$ cat src/irl_pkg.sv
// Shared types and constants for the in-flight request limiter.
`timescale 1ns / 1ps
`default_nettype none

package irl_pkg;

	localparam int KIND_W  = 2;
	localparam int CFG_W   = 5;
	localparam int SLOTS_W = 5;

	localparam logic [KIND_W-1:0] KIND_REQUESTED = 2'd0;
	localparam logic [KIND_W-1:0] KIND_DELIVERED = 2'd1;
	localparam logic [KIND_W-1:0] KIND_DROPPED   = 2'd2;

	localparam logic CMD_REQUEST = 1'b0;
	localparam logic CMD_DELIVER = 1'b1;

	localparam logic [CFG_W-1:0] SLOT_LIMIT_RESET = 5'd16;

	typedef struct packed {
		logic clear;
		logic push;
		logic pop;
	} fifo_ctl_t;

	typedef struct packed {
		logic empty;
		logic full;
	} fifo_stat_t;

endpackage

`default_nettype wire

$ cat src/irl_pending_fifo.sv
// Pending key queue: circular buffer in a memory with a registered head read.
`timescale 1ns / 1ps
`default_nettype none

module irl_pending_fifo
	import irl_pkg::*;
#(
	parameter int PENDING_DEPTH = 64,
	parameter int KEY_BITS      = 48
) (
	input  wire logic                clk,
	input  wire logic                arst_n,
	input  wire fifo_ctl_t           ctl,
	input  wire logic [KEY_BITS-1:0] wr_data,
	output fifo_stat_t               stat,
	output logic      [KEY_BITS-1:0] rd_data
);

	localparam int PTR_W = $clog2(PENDING_DEPTH);
	localparam int CNT_W = $clog2(PENDING_DEPTH + 1);

	logic [KEY_BITS-1:0] mem [PENDING_DEPTH];
	logic [PTR_W-1:0]    head_q;
	logic [PTR_W-1:0]    tail_q;
	logic [CNT_W-1:0]    count_q;
	logic [KEY_BITS-1:0] rd_data_q;

	always_ff @(posedge clk or negedge arst_n) begin
		if (!arst_n) begin
			head_q  <= '0;
			tail_q  <= '0;
			count_q <= '0;
		end else if (ctl.clear) begin
			head_q  <= '0;
			tail_q  <= '0;
			count_q <= '0;
		end else begin
			if (ctl.push) begin
				tail_q <= (tail_q == PTR_W'(PENDING_DEPTH - 1)) ? '0 : tail_q + 1'b1;
			end
			if (ctl.pop) begin
				head_q <= (head_q == PTR_W'(PENDING_DEPTH - 1)) ? '0 : head_q + 1'b1;
			end
			if (ctl.push && !ctl.pop) begin
				count_q <= count_q + 1'b1;
			end else if (ctl.pop && !ctl.push) begin
				count_q <= count_q - 1'b1;
			end
		end
	end

	// The head entry is read every cycle; a pop sees the entry captured before it.
	always_ff @(posedge clk) begin
		if (ctl.push) begin
			mem[tail_q] <= wr_data;
		end
		rd_data_q <= mem[head_q];
	end

	assign rd_data    = rd_data_q;
	assign stat.empty = (count_q == '0);
	assign stat.full  = (count_q == CNT_W'(PENDING_DEPTH));

endmodule

`default_nettype wire

$ cat src/inflight_request_limiter.sv
// An item passes through the slot scan and a decide state, and any result through an emit
// state into the output register; a delivery that pops a queued key then runs pop, load and a second scan.
// A new item is taken only in the idle state, once the previous item is through; the slot scan
// reads one key a cycle through the single read port of the slot store into one comparator.
// Reset (arst_n, asynchronous, active low) clears slot valid bits, counts, queue
// pointers and the output valid bit; slot_limit returns to 16; key storage is not cleared.
`timescale 1ns / 1ps
`default_nettype none

module inflight_request_limiter
	import irl_pkg::*;
#(
	parameter int SLOT_CAPACITY = 16,
	parameter int PENDING_DEPTH = 64,
	parameter int KEY_BITS      = 48
) (
	input  wire logic                                       clk,
	input  wire logic                                       arst_n,
	// Configuration write channel: slot_limit.
	input  wire logic                                       cfg_valid,
	output logic                                            cfg_ready,
	input  wire logic [CFG_W-1:0]                           cfg_data,
	// Input stream.
	input  wire logic                                       s_tvalid,
	output logic                                            s_tready,
	input  wire logic [((KEY_BITS + 7) / 8) * 8 - 1:0]      s_tdata,  // tile_key
	input  wire logic [1:0]                                 s_tuser,  // cmd, batch_start
	// Result stream.
	output logic                                            m_tvalid,
	input  wire logic                                       m_tready,
	output logic [((KEY_BITS + SLOTS_W + 7) / 8) * 8 - 1:0] m_tdata,  // event_key, slots_in_use
	output logic [KIND_W-1:0]                               m_tuser,  // event_kind
	output logic                                            m_tlast   // last_of_run
);

	localparam int OUT_W  = ((KEY_BITS + SLOTS_W + 7) / 8) * 8;
	localparam int SLOT_W = (SLOT_CAPACITY > 1) ? $clog2(SLOT_CAPACITY) : 1;
	localparam int CNT_W  = $clog2(SLOT_CAPACITY + 1);
	localparam int LIM_W  = (CNT_W > CFG_W) ? CNT_W : CFG_W;

	localparam logic [2:0] ST_IDLE   = 3'd0;
	localparam logic [2:0] ST_SCAN   = 3'd1;
	localparam logic [2:0] ST_DECIDE = 3'd2;
	localparam logic [2:0] ST_EMIT   = 3'd3;
	localparam logic [2:0] ST_POP    = 3'd4;
	localparam logic [2:0] ST_LOAD   = 3'd5;

	logic [2:0]               state_q;
	logic [CFG_W-1:0]         slot_limit_q;
	logic                     cmd_q;
	logic                     phase_q;
	logic [KEY_BITS-1:0]      key_q;

	logic [KEY_BITS-1:0]      flight_keys [SLOT_CAPACITY];
	logic [SLOT_CAPACITY-1:0] flight_valid_q;
	logic [CNT_W-1:0]         flight_count_q;

	logic [CNT_W-1:0]         scan_cnt_q;
	logic                     cmp_vld_s1;
	logic [SLOT_W-1:0]        cmp_idx_s1;
	logic [KEY_BITS-1:0]      flight_rd_s1;
	logic                     found_q;
	logic [SLOT_W-1:0]        found_idx_q;
	logic                     free_found_q;
	logic [SLOT_W-1:0]        free_idx_q;

	logic [KIND_W-1:0]        res_kind_q;
	logic [KEY_BITS-1:0]      res_key_q;
	logic                     res_last_q;

	logic                     m_tvalid_q;
	logic [KIND_W-1:0]        m_kind_q;
	logic [KEY_BITS-1:0]      m_key_q;
	logic [SLOTS_W-1:0]       m_slots_q;
	logic                     m_last_q;

	fifo_ctl_t                fifo_ctl;
	fifo_stat_t               fifo_stat;
	logic [KEY_BITS-1:0]      fifo_rd_data;

	logic                     in_accept;
	logic                     scan_issue;
	logic                     scan_done;
	logic                     cmp_hit;
	logic                     cmp_free;
	logic [LIM_W-1:0]         lim_raw;
	logic [LIM_W-1:0]         lim_eff;
	logic                     at_limit;
	logic                     is_req;
	logic                     is_dlv;
	logic                     do_insert;
	logic                     do_push;
	logic                     do_free;
	logic                     out_free;
	logic                     emit_fire;
	logic [CNT_W+SLOTS_W-1:0] count_ext;

	assign cfg_ready = 1'b1;
	assign s_tready  = (state_q == ST_IDLE);
	assign in_accept = s_tvalid && s_tready;

	// One slot is read per cycle; the compare happens in the following cycle on the registered word.
	assign scan_issue = (state_q == ST_SCAN) && (scan_cnt_q != CNT_W'(SLOT_CAPACITY));
	assign scan_done  = (state_q == ST_SCAN) && !scan_issue && !cmp_vld_s1;
	assign cmp_hit    = cmp_vld_s1 && flight_valid_q[cmp_idx_s1] && (flight_rd_s1 == key_q);
	assign cmp_free   = cmp_vld_s1 && !flight_valid_q[cmp_idx_s1];

	// A limit of zero acts as one, and the limit never exceeds the slot capacity.
	always_comb begin
		lim_raw = LIM_W'(slot_limit_q);
		if (lim_raw == '0) begin
			lim_eff = LIM_W'(1);
		end else if (lim_raw > LIM_W'(SLOT_CAPACITY)) begin
			lim_eff = LIM_W'(SLOT_CAPACITY);
		end else begin
			lim_eff = lim_raw;
		end
	end

	assign at_limit  = (LIM_W'(flight_count_q) >= lim_eff);
	assign is_req    = !phase_q && (cmd_q == CMD_REQUEST);
	assign is_dlv    = !phase_q && (cmd_q == CMD_DELIVER);
	assign do_insert = (state_q == ST_DECIDE) && !found_q && free_found_q
		&& (phase_q || (is_req && !at_limit));
	assign do_push   = (state_q == ST_DECIDE) && is_req && !found_q && at_limit
		&& !fifo_stat.full;
	assign do_free   = (state_q == ST_DECIDE) && is_dlv && found_q;

	assign fifo_ctl.clear = in_accept && (s_tuser[0] == CMD_REQUEST) && s_tuser[1];
	assign fifo_ctl.push  = do_push;
	assign fifo_ctl.pop   = (state_q == ST_POP);

	irl_pending_fifo #(
		.PENDING_DEPTH(PENDING_DEPTH),
		.KEY_BITS     (KEY_BITS)
	) u_pending (
		.clk    (clk),
		.arst_n (arst_n),
		.ctl    (fifo_ctl),
		.wr_data(key_q),
		.stat   (fifo_stat),
		.rd_data(fifo_rd_data)
	);

	always_ff @(posedge clk) begin
		if (do_insert) begin
			flight_keys[free_idx_q] <= key_q;
		end
		flight_rd_s1 <= flight_keys[scan_cnt_q[SLOT_W-1:0]];
		cmp_idx_s1   <= scan_cnt_q[SLOT_W-1:0];
	end

	assign out_free  = !m_tvalid_q || m_tready;
	assign emit_fire = (state_q == ST_EMIT) && out_free;
	assign count_ext = {{SLOTS_W{1'b0}}, flight_count_q};

	always_ff @(posedge clk or negedge arst_n) begin
		if (!arst_n) begin
			state_q        <= ST_IDLE;
			slot_limit_q   <= SLOT_LIMIT_RESET;
			flight_valid_q <= '0;
			flight_count_q <= '0;
			scan_cnt_q     <= '0;
			cmp_vld_s1     <= 1'b0;
			found_q        <= 1'b0;
			free_found_q   <= 1'b0;
			phase_q        <= 1'b0;
			m_tvalid_q     <= 1'b0;
		end else begin
			if (cfg_valid && cfg_ready) begin
				slot_limit_q <= cfg_data;
			end
			if (emit_fire) begin
				m_tvalid_q <= 1'b1;
			end else if (m_tready) begin
				m_tvalid_q <= 1'b0;
			end
			cmp_vld_s1 <= scan_issue;

			case (state_q)
				ST_IDLE: begin
					if (in_accept) begin
						phase_q      <= 1'b0;
						scan_cnt_q   <= '0;
						found_q      <= 1'b0;
						free_found_q <= 1'b0;
						state_q      <= ST_SCAN;
					end
				end
				ST_SCAN: begin
					if (scan_issue) begin
						scan_cnt_q <= scan_cnt_q + 1'b1;
					end
					if (cmp_hit && !found_q) begin
						found_q     <= 1'b1;
						found_idx_q <= cmp_idx_s1;
					end
					if (cmp_free && !free_found_q) begin
						free_found_q <= 1'b1;
						free_idx_q   <= cmp_idx_s1;
					end
					if (scan_done) begin
						state_q <= ST_DECIDE;
					end
				end
				ST_DECIDE: begin
					res_key_q <= key_q;
					if (do_insert) begin
						flight_valid_q[free_idx_q] <= 1'b1;
						flight_count_q             <= flight_count_q + 1'b1;
					end
					if (do_free) begin
						flight_valid_q[found_idx_q] <= 1'b0;
						flight_count_q              <= flight_count_q - 1'b1;
					end
					if (is_dlv) begin
						res_kind_q <= KIND_DELIVERED;
						res_last_q <= fifo_stat.empty;
						state_q    <= ST_EMIT;
					end else if (phase_q) begin
						// A popped key already in flight is reported without a second slot.
						res_kind_q <= (found_q || free_found_q) ? KIND_REQUESTED : KIND_DROPPED;
						res_last_q <= 1'b1;
						state_q    <= ST_EMIT;
					end else if (found_q) begin
						state_q <= ST_IDLE;
					end else if (at_limit) begin
						res_kind_q <= KIND_DROPPED;
						res_last_q <= 1'b1;
						state_q    <= fifo_stat.full ? ST_EMIT : ST_IDLE;
					end else begin
						res_kind_q <= free_found_q ? KIND_REQUESTED : KIND_DROPPED;
						res_last_q <= 1'b1;
						state_q    <= ST_EMIT;
					end
				end
				ST_EMIT: begin
					if (emit_fire) begin
						m_kind_q   <= res_kind_q;
						m_key_q    <= res_key_q;
						m_slots_q  <= count_ext[SLOTS_W-1:0];
						m_last_q   <= res_last_q;
						state_q    <= res_last_q ? ST_IDLE : ST_POP;
					end
				end
				ST_POP: begin
					state_q <= ST_LOAD;
				end
				ST_LOAD: begin
					phase_q      <= 1'b1;
					scan_cnt_q   <= '0;
					found_q      <= 1'b0;
					free_found_q <= 1'b0;
					state_q      <= ST_SCAN;
				end
				default: begin
					state_q <= ST_IDLE;
				end
			endcase
		end
	end

	// The key register takes the accepted beat, or the queue head before its scan.
	always_ff @(posedge clk) begin
		if (in_accept) begin
			cmd_q <= s_tuser[0];
			key_q <= s_tdata[KEY_BITS-1:0];
		end else if (state_q == ST_LOAD) begin
			key_q <= fifo_rd_data;
		end
	end

	assign m_tvalid = m_tvalid_q;
	assign m_tdata  = OUT_W'({m_slots_q, m_key_q});
	assign m_tuser  = m_kind_q;
	assign m_tlast  = m_last_q;

	a_count_matches_valid: assert property (@(posedge clk) disable iff (!arst_n)
		$countones(flight_valid_q) == int'(flight_count_q))
		else $error("slot count disagrees with valid bits");

	a_count_in_range: assert property (@(posedge clk) disable iff (!arst_n)
		int'(flight_count_q) <= SLOT_CAPACITY)
		else $error("slot count above capacity");

	a_scan_complete: assert property (@(posedge clk) disable iff (!arst_n)
		(state_q == ST_DECIDE) |-> (!cmp_vld_s1 && scan_cnt_q == CNT_W'(SLOT_CAPACITY)))
		else $error("decision taken before the slot scan finished");

	a_insert_needs_free: assert property (@(posedge clk) disable iff (!arst_n)
		do_insert |-> !flight_valid_q[free_idx_q])
		else $error("insert into an occupied slot");

endmodule

`default_nettype wire

$ cat config.mk
export PLATFORM = sky130hd
export DESIGN_NAME = inflight_request_limiter
export DESIGN_NICKNAME = d
export VERILOG_FILES = /design/src/irl_pkg.sv /design/src/irl_pending_fifo.sv /design/src/inflight_request_limiter.sv
export SDC_FILE = /design/constraint.sdc
export NUM_CORES = 2
export LEC_CHECK = 0
export BUFFER_PORTS_ARGS = -buffer_cell sky130_fd_sc_hd__buf_2
export CAP_MARGIN = 40
export CORE_MARGIN = 2
export CORE_UTILIZATION = 40
export CTS_CLUSTER_DIAMETER = 50
export DETAILED_ROUTE_END_ITERATION = 8
export PLACE_DENSITY_LB_ADDON = 0.2
export SLEW_MARGIN = 20
export SYNTH_ARGS = -nofsm -noshare
export SYNTH_HDL_FRONTEND = slang
export SYNTH_HIERARCHICAL = 1
export SYNTH_SLANG_ARGS = --single-unit
$ cat constraint.sdc
create_clock -name clk -period 10 [get_ports clk]
set_input_delay 1 -clock clk [delete_from_list [all_inputs] [get_ports clk]]
set_output_delay 1 -clock clk [all_outputs]
set_load 0.03 [all_outputs]
-- After elaboration in Yosys (flattened, before gate mapping)
Memories as Yosys holds them, arrays and structs flattened. A register that Yosys moved wholly into a read port is not among the register bits.
Cells that the tools add are included.
- bits in writable memories: 3840
- register bits after elaboration: 226
- memory bits (read-only): 0
- bits in latches: 0
- memories: 2
- memories (name ; words ; width ; rd ports ; clocked after memory_dff ; write ports ; line ; RTL):
    u_pending.mem ; 64 ; 48 ; 1 ; 1 ; 1 ; irl_pending_fifo.sv:22 ; logic [KEY_BITS-1:0] mem [PENDING_DEPTH];
    flight_keys ; 16 ; 48 ; 1 ; 1 ; 1 ; inflight_request_limiter.sv:54 ; logic [KEY_BITS-1:0] flight_keys [SLOT_CAPACITY];
- reduce and logical (&&, ||, !) cells: 64
- divide/modulo/power cells: 0
- add/subtract/negate cells: 7
- order comparisons: 7
- eq/ne operators: 17
- shift-type cells: 0
- multiply operators: 0
- bitwise logic cells: 5
- multiplexer cells: 57
- operators with widths (cell ; count):
    $mux 48 ; 2
    $eq 48x48->1 ; 1
    $mux 16 ; 3
    $mux 6 ; 6
    $mux 5 ; 6
    $logic_and 1x1->1 ; 28
    $reduce_and 3->1 ; 8
    $mux 7 ; 3
    $mux 2 ; 10
    $pmux 3 s6 ; 1
    $and 16x16->16 ; 1
    $not 16->16 ; 1
    $or 16x16->16 ; 1
    $lt 4x5->1 const B ; 3
    $mux 1 ; 15
    $pmux 5 s3 ; 1
    $add 6x1->6 const B ; 2
    $eq 6x6->1 const B ; 2
    $mux 3 ; 4
    $reduce_bool 2->1 ; 6
    $logic_not 1->1 ; 11
    $add 5x1->5 const B ; 2
    $demux 1 s4 ; 2
    $ge 4x1->1 const B ; 2
    other kinds (23) ; 36

-- Depth between registers and ports, before layout
- depth in word-level cells: 12
- mapped depth: 19
- mapped depth without buffers: 18

-- By module
Netlist, hierarchy kept.
- modules (own cells, without submodules) (module ; instances ; area each (um2) ; cells an instance ; sequential area each (um2)):
    irl_pending_fifo ; 1 ; 118748.9 ; 5309 ; 93684.9
    inflight_request_limiter ; 1 ; 38293.0 ; 1668 ; 30005.0

-- Least setup slack after synthesis
OpenSTA, ideal clock, no wires.
- path kind: reg2reg
- start: register slot_limit_q[1] (netlist: lim_raw[1])
- end: memory flight_keys[0][0] (enable)
- clock period less this slack: 7295 ps
- library setup time: 573 ps
- setup slack: 2705 ps
- stages on the path, launching flop included: 12
- arrival: 6722 ps
- buffers on the path: 1
- path through: dfrtp_1 -> nor3_1 -> nor2_1 -> nor2_1 -> ha_1 -> nand2b_1 -> a21o_1 -> a21o_1 -> a31oi_1 -> nor2_1 -> buf_2 -> nor4_1
- longest elaborated chain between the ends: 10
- elaborated cells on any way between the ends: 11
- those cells by class: order compare: 2; mux: 4; reduce/logical: 5
- ends and longest elaborated chain (item ; line ; RTL):
    start, declared ; inflight_request_limiter.sv:49 ; logic [CFG_W-1:0] slot_limit_q;
    start signal, assigned ; inflight_request_limiter.sv:171 ; slot_limit_q <= cfg_data;
    $gt 5x5->1 ; inflight_request_limiter.sv:113 ; end else if (lim_raw > LIM_W'(SLOT_CAPACITY)) begin
    $mux 5 ; inflight_request_limiter.sv:113 ;
    $mux 5 * ; inflight_request_limiter.sv:111 ; if (lim_raw == '0) begin
    $ge 5x5->1 * ; inflight_request_limiter.sv:120 ; assign at_limit = (LIM_W'(flight_count_q) >= lim_eff);
    $logic_not 1->1 * ; inflight_request_limiter.sv:124 ; && (phase_q || (is_req && !at_limit));
    $logic_and 1x1->1 * ; inflight_request_limiter.sv:124 ;
    $logic_or 1x1->1 * ; inflight_request_limiter.sv:124 ;
    $logic_and 1x1->1 * ; inflight_request_limiter.sv:124 ;
    $mux 1 * ; inflight_request_limiter.sv:146 ; if (do_insert) begin
    $mux 1 (not written as such) * ; inflight_request_limiter.sv:147 ; flight_keys[free_idx_q] <= key_q;
    end, declared ; inflight_request_limiter.sv:54 ;
Mark *: on every way between the ends. The rest lies on a longest branch, timed or not.

-- Worst setup path after layout
- start: register slot_limit_q[1] (netlist: lim_raw[1])
- end: memory u_pending.mem[27][9] (enable)
- longest elaborated chain between the ends: 8
- elaborated cells on any way between the ends: 9
- those cells by class: order compare: 2; mux: 4; reduce/logical: 3
- ends and longest elaborated chain (item ; line ; RTL):
    $gt 5x5->1 ; inflight_request_limiter.sv:113 ;
    $mux 5 ; inflight_request_limiter.sv:113 ;
    $mux 5 * ; inflight_request_limiter.sv:111 ;
    $ge 5x5->1 * ; inflight_request_limiter.sv:120 ;
    $logic_and 1x1->1 * ; inflight_request_limiter.sv:125 ; assign do_push = (state_q == ST_DECIDE) && is_req && !found_q && at_limit
    $logic_and 1x1->1 * ; inflight_request_limiter.sv:126 ; && !fifo_stat.full;
    net do_push ; inflight_request_limiter.sv:92 ; logic do_push;
    $mux 1 * ; irl_pending_fifo.sv:54 ; if (ctl.push) begin
    $mux 1 (not written as such) * ; irl_pending_fifo.sv:55 ; mem[tail_q] <= wr_data;
    end, declared ; irl_pending_fifo.sv:22 ;
Mark *: on every way through the listed nets, which the timed path passes. The rest lies on a longest branch.

==> results.md <==
Power and ir drop:
- The sequential share of power is 0.426.
- Of the total power, the clock network draws 0.323.
- The worst ir drop on vdd is 193 µV.
- The internal power component is 35.1 mW.
- The power per cell area is 281 mW/mm².
- The power dissipated by switching net loads is 16.0 mW.
- Of the total power, combinational logic draws 0.251.
- The leakage power is 56.5 nW.
- The switching power share of the total is 0.313.

Min path:
- The number of cells traversed by the worst hold path is 1.
- The path category of the worst min-delay check is primary input to flop.
- The endpoint of the worst hold path is cmd_q$_DFFE_PP_.
- The startpoint identified for the worst hold timing path is s_tuser[0].

Logic synthesis:
- The combinational family with the most area after synthesis is multiplexers.
- The proportion of synthesized chip area in sequential cells is 0.788.
- In this run the cell area of the synthesized design comes to 0.157 mm².
- The number of distinct library cells after synthesis is 73.
- The most instantiated library cell after synthesis is edfxtp_1.
- The share of cell area taken by muxes after synthesis is 0.149.
- For this run, asynchronously set or reset flops after synthesis account for 0.0139.
- Of the total synthesized cell area, the portion taken by full adders, half adders and majority gates is 0.00169.
- The flop and latch count out of synthesis is 4162.
- The synthesized design contains 4004 enable-type register cells.
- The cell count after synthesis is 6977.
- Of the total synthesized cell area, the portion taken by AND, OR, NAND and NOR gates is 0.0149.
- The main flop type after synthesis is edfxtp_1.
- Yosys printed 6 warnings.
- Of the total synthesized cell area, the portion taken by XOR and XNOR cells is 0.00318.
- The cell taking the most area after synthesis is edfxtp_1.
- Of the post-synthesis cell area, the dominant cell type holds 0.766.
- By count the netlist is led by edfxtp_1, mux4_2, mux2i_1, a22oi_1, clkbuf_1.
- The fraction of the mapped netlist area in compound gates is 0.0301.
- The mean cell area of the mapped netlist is 22.5 µm².
- In the post-synthesis netlist, the biggest area contributors are edfxtp_1, mux4_2, mux2i_1.

Clock network:
- The clock root buffer is clkbuf_16.
- The H-tree generated during clock tree synthesis spans 5 levels.
- TritonCTS built the clock tree.
- The CTS buffer count is 454.
- The clock latency reported for the late side of the worst-skew pair is 1.02 ns.
- The total number of clock tree sinks is 4162.
- The post-cts resize count is 0.
- The CTS clock-pin slew for the worst setup and hold paths is 0.06 ns.
- The longest clock path from root to sink contains 4 buffers.

GRT:
- The wire length of the first global-routing pass is 635 mm.
- The overall routing resource usage is 0.230.
- The initial antenna violation count is 47.
- The total congestion overflow is 0.
- The largest net degree at the start of global routing is 139.
- The number of global-route vias before repair is 76600.

STA:
- The worst hold-check slack is 0.180 ns.
- The shortest period the worst path allows is 5.30 ns.
- The headroom to the max-slew limit is 0.294.
- The hold violation count in the final report is 0.
- Clock skew on the completed layout was measured at 0.0956 ns.
- The share of the clock period used by the worst path is 0.530.
- The final setup TNS is 0 ns.
- The final-report max-slew violation count was 0.
- For this run, the top clock speed supported by timing is 189 MHz.
- Setup violations remaining at the end of the flow were counted as 0.
- Setup repair after global routing left no endpoint under its margin.
- The actual slew at the worst max-slew pin is 1.06 ns.
- The setup slack after layout is 4.70 ns.

Placement:
- The count of buffers added on input and output ports is 117.
- The number of placed instances, taps included is 12300.
- The post-place setup slack is 4.77 ns.
- After detailed placement, the total cell area comes to 0.167 mm².
- Detailed placement ended at an HPWL of 284 mm.
- The congestion estimate from routability-driven global placement came to 0.855.

Route:
- The routed length per instance is 35.2 µm.
- The routed design has 464 mm of wire.
- The count of unresolved DRC violations after routing is 0.
- The number of routed nets with antenna violations is 0.
- After detailed routing, the number of vias per cell comes to 5.91.
- The first-pass iteration count of the detailed router is 6.
- The total via count in the routed design is 78000.
- After the first detailed-routing iteration, the DRC count stood at 10600.

Layout:
- The fraction of final layout cells with drive strength greater than 1 is 0.284.
- The net total in the final layout is 7635.
- The sequential cell area is 0.124 mm².
- Once layout is complete, the cells apart from fillers number 13200.
- Summing all multi-input logic gate instances after layout gives 0.0320 mm².
- The post-route standard cell area excluding fillers is 0.182 mm².
- Counting the fill cells in the layout gives 32200.
- The area growth from synthesis to layout is 15.8%.

Floorplan:
- The starting density of the core is 0.401.
- During I/O placement, the number of pins put on the boundary was 122.
- The area inside the core boundary is 0.392 mm².
- The initialized floorplan defines 230 standard-cell rows.
- The area of the die is 0.398 mm².
- The die extent in x is 631 µm.
- The die is 631 µm tall.

Critical path:
- In this run the critical register-to-register path is launched from lim_raw[1]$_DFFE_PN0P_.
- The worst reg2reg path endpoint is u_pending/mem[27][9]$_DFFE_PP_.
- The worst setup path is captured at a flop.
- The critical path in this run is classified as flop to flop.
- The cell at the slowest stage of the critical path is nor2_4.
- Walking the worst path, the cells encountered are nor3_1, nor2_1, nor2_1, ha_1, nand2b_1, a21o_1, a21o_1, a31oi_1, nor3b_2, buf_4, nor2b_1, nand3_1, nor2_4, buf_4.
- The maximum single-stage delay on the critical path is 0.94 ns.
- The critical path required time is 10.62 ns.
- The count of buffer and inverter cells on the critical path is 2.
- The worst setup path is launched from a flop.
- The flop-to-flop setup slack is 4.70 ns.
- The number of cells on the worst reg-to-reg path is 14.
- Of all nets on the critical path, the largest fanout is 27.
- On the critical path the largest part of the delay comes from simple AND/OR/NAND/NOR gates.
- Data arrives at the worst endpoint at 5.91 ns.

Run:
- Across the run, the number of max-cap violations was 0.

Run status:
- The run finished with clean final reports.
-- registers in the layout (all words and copies together) (netlist names), 5 cells and up --
| signal | cells |
|---|---|
| u_pending/rd_data | 48 |
| res_key_q | 48 |
| u_pending/mem | 3072 |
| flight_count_q | 5 |
| flight_rd_s1 | 48 |
| u_pending/count_q | 7 |
| m_key_q | 48 |
| key_q | 48 |
| u_pending/head_q | 6 |
| scan_cnt_q | 5 |
| flight_valid_q | 16 |
| lim_raw | 5 |
| flight_keys | 768 |
| m_slots_q | 5 |
| u_pending/tail_q | 6 |
-- worst max path at each step --
stage | cells after the start | start | to
2_1_floorplan | 11 | lim_raw[1]$_DFFE_PN0P_ | flight_keys[0][0]$_DFFE_PP_
3_3_place_gp | 14 | lim_raw[1]$_DFFE_PN0P_ | u_pending/mem[27][7]$_DFFE_PP_
3_5_place_dp | 14 | lim_raw[1]$_DFFE_PN0P_ | u_pending/mem[27][0]$_DFFE_PP_
4_1_cts | 14 | lim_raw[1]$_DFFE_PN0P_ | u_pending/mem[27][9]$_DFFE_PP_
5_1_grt | 14 | lim_raw[2]$_DFFE_PN0P_ | u_pending/mem[27][28]$_DFFE_PP_
6_report | 14 | lim_raw[1]$_DFFE_PN0P_ | u_pending/mem[27][9]$_DFFE_PP_
-- power by group through the flow --
| stage | logic, mW | registers [mW] | clock network, mW |
|---|---|---|---|
| floorplan | 6.81 | 22.5 | 0 |
| global placement | 12.4 | 22.2 | 0 |
| detailed placement | 12.8 | 22.1 | 0 |
| CTS | 12.8 | 21.8 | 16.7 |
| global route | 13.4 | 21.8 | 17.4 |
| finish | 12.8 | 21.8 | 16.5 |
-- per-layer routing --
layer | GRT usage | share of wire
met5 | 0 | 0.00021
met4 | 0.0686 | 0.031
met3 | 0.0448 | 0.089
met2 | 0.364 | 0.47
met1 | 0.325 | 0.41
-- repair_timing --
item,4_1_cts,5_1_grt
buffers inserted,0,0
endpoints found under the hold margin,13,0
hold buffers,1,0
-- layout make-up --
type / instances / area share
antenna: 20 / 0.000275
clock buffer: 585 / 0.0668
clock inverter: 261 / 0.0145
inverter: 23 / 0.000481
multi-input combinational: 2415 / 0.176
sequential: 4162 / 0.680
tap: 5220 / 0.0359
timing repair buffer: 499 / 0.0263
-- logic make-up (layout without fill, tap and decap cells) --
| family | count (synthesis) | count (layout) |
|---|---|---|
| buffers and inverters | 402 | 1368 |
| AO/OA/AOI/OAI | 655 | 655 |
| AND/OR/NAND/NOR | 487 | 487 |
| other | 2 | 24 |
| adder cells (fa/ha/maj) | 20 | 20 |
| XOR/XNOR | 57 | 57 |
| multiplexers | 1192 | 1192 |
| flip-flops | 4162 | 4162 |
-- placed cells by master, fill, tap and decap left out, types with 22 or more instances in the layout --
| master | instances |
|---|---|
| clkinvlp_4 | 26 |
| buf_4 | 279 |
| mux2_2 | 64 |
| clkinv_2 | 72 |
| buf_12 | 45 |
| a22o_1 | 51 |
| edfxtp_1 | 4004 |
| buf_2 | 129 |
| clkbuf_8 | 22 |
| a22oi_1 | 208 |
| mux2i_1 | 214 |
| dfrtp_1 | 49 |
| a21oi_1 | 123 |
| nor2_1 | 93 |
| o21ai_0 | 58 |
| nand3_1 | 43 |
| mux4_2 | 910 |
| clkbuf_16 | 458 |
| bufinv_16 | 33 |
| inv_1 | 22 |
| clkbuf_1 | 105 |
| a221oi_1 | 75 |
| dfxtp_1 | 100 |
| xnor2_1 | 37 |
| clkinv_1 | 84 |
| nor3_1 | 29 |
| nor2_4 | 63 |
| nand2_1 | 115 |
| buf_16 | 37 |
-- metrics by stage --
stage               total power, mW   util
global route                   52.6  0.464
CTS                            51.3  0.464
finish                         51.1  0.465
floorplan                      29.3      -
detailed placement             34.9  0.426
global placement               34.6  0.422
(Power assumes the default switching activity.)
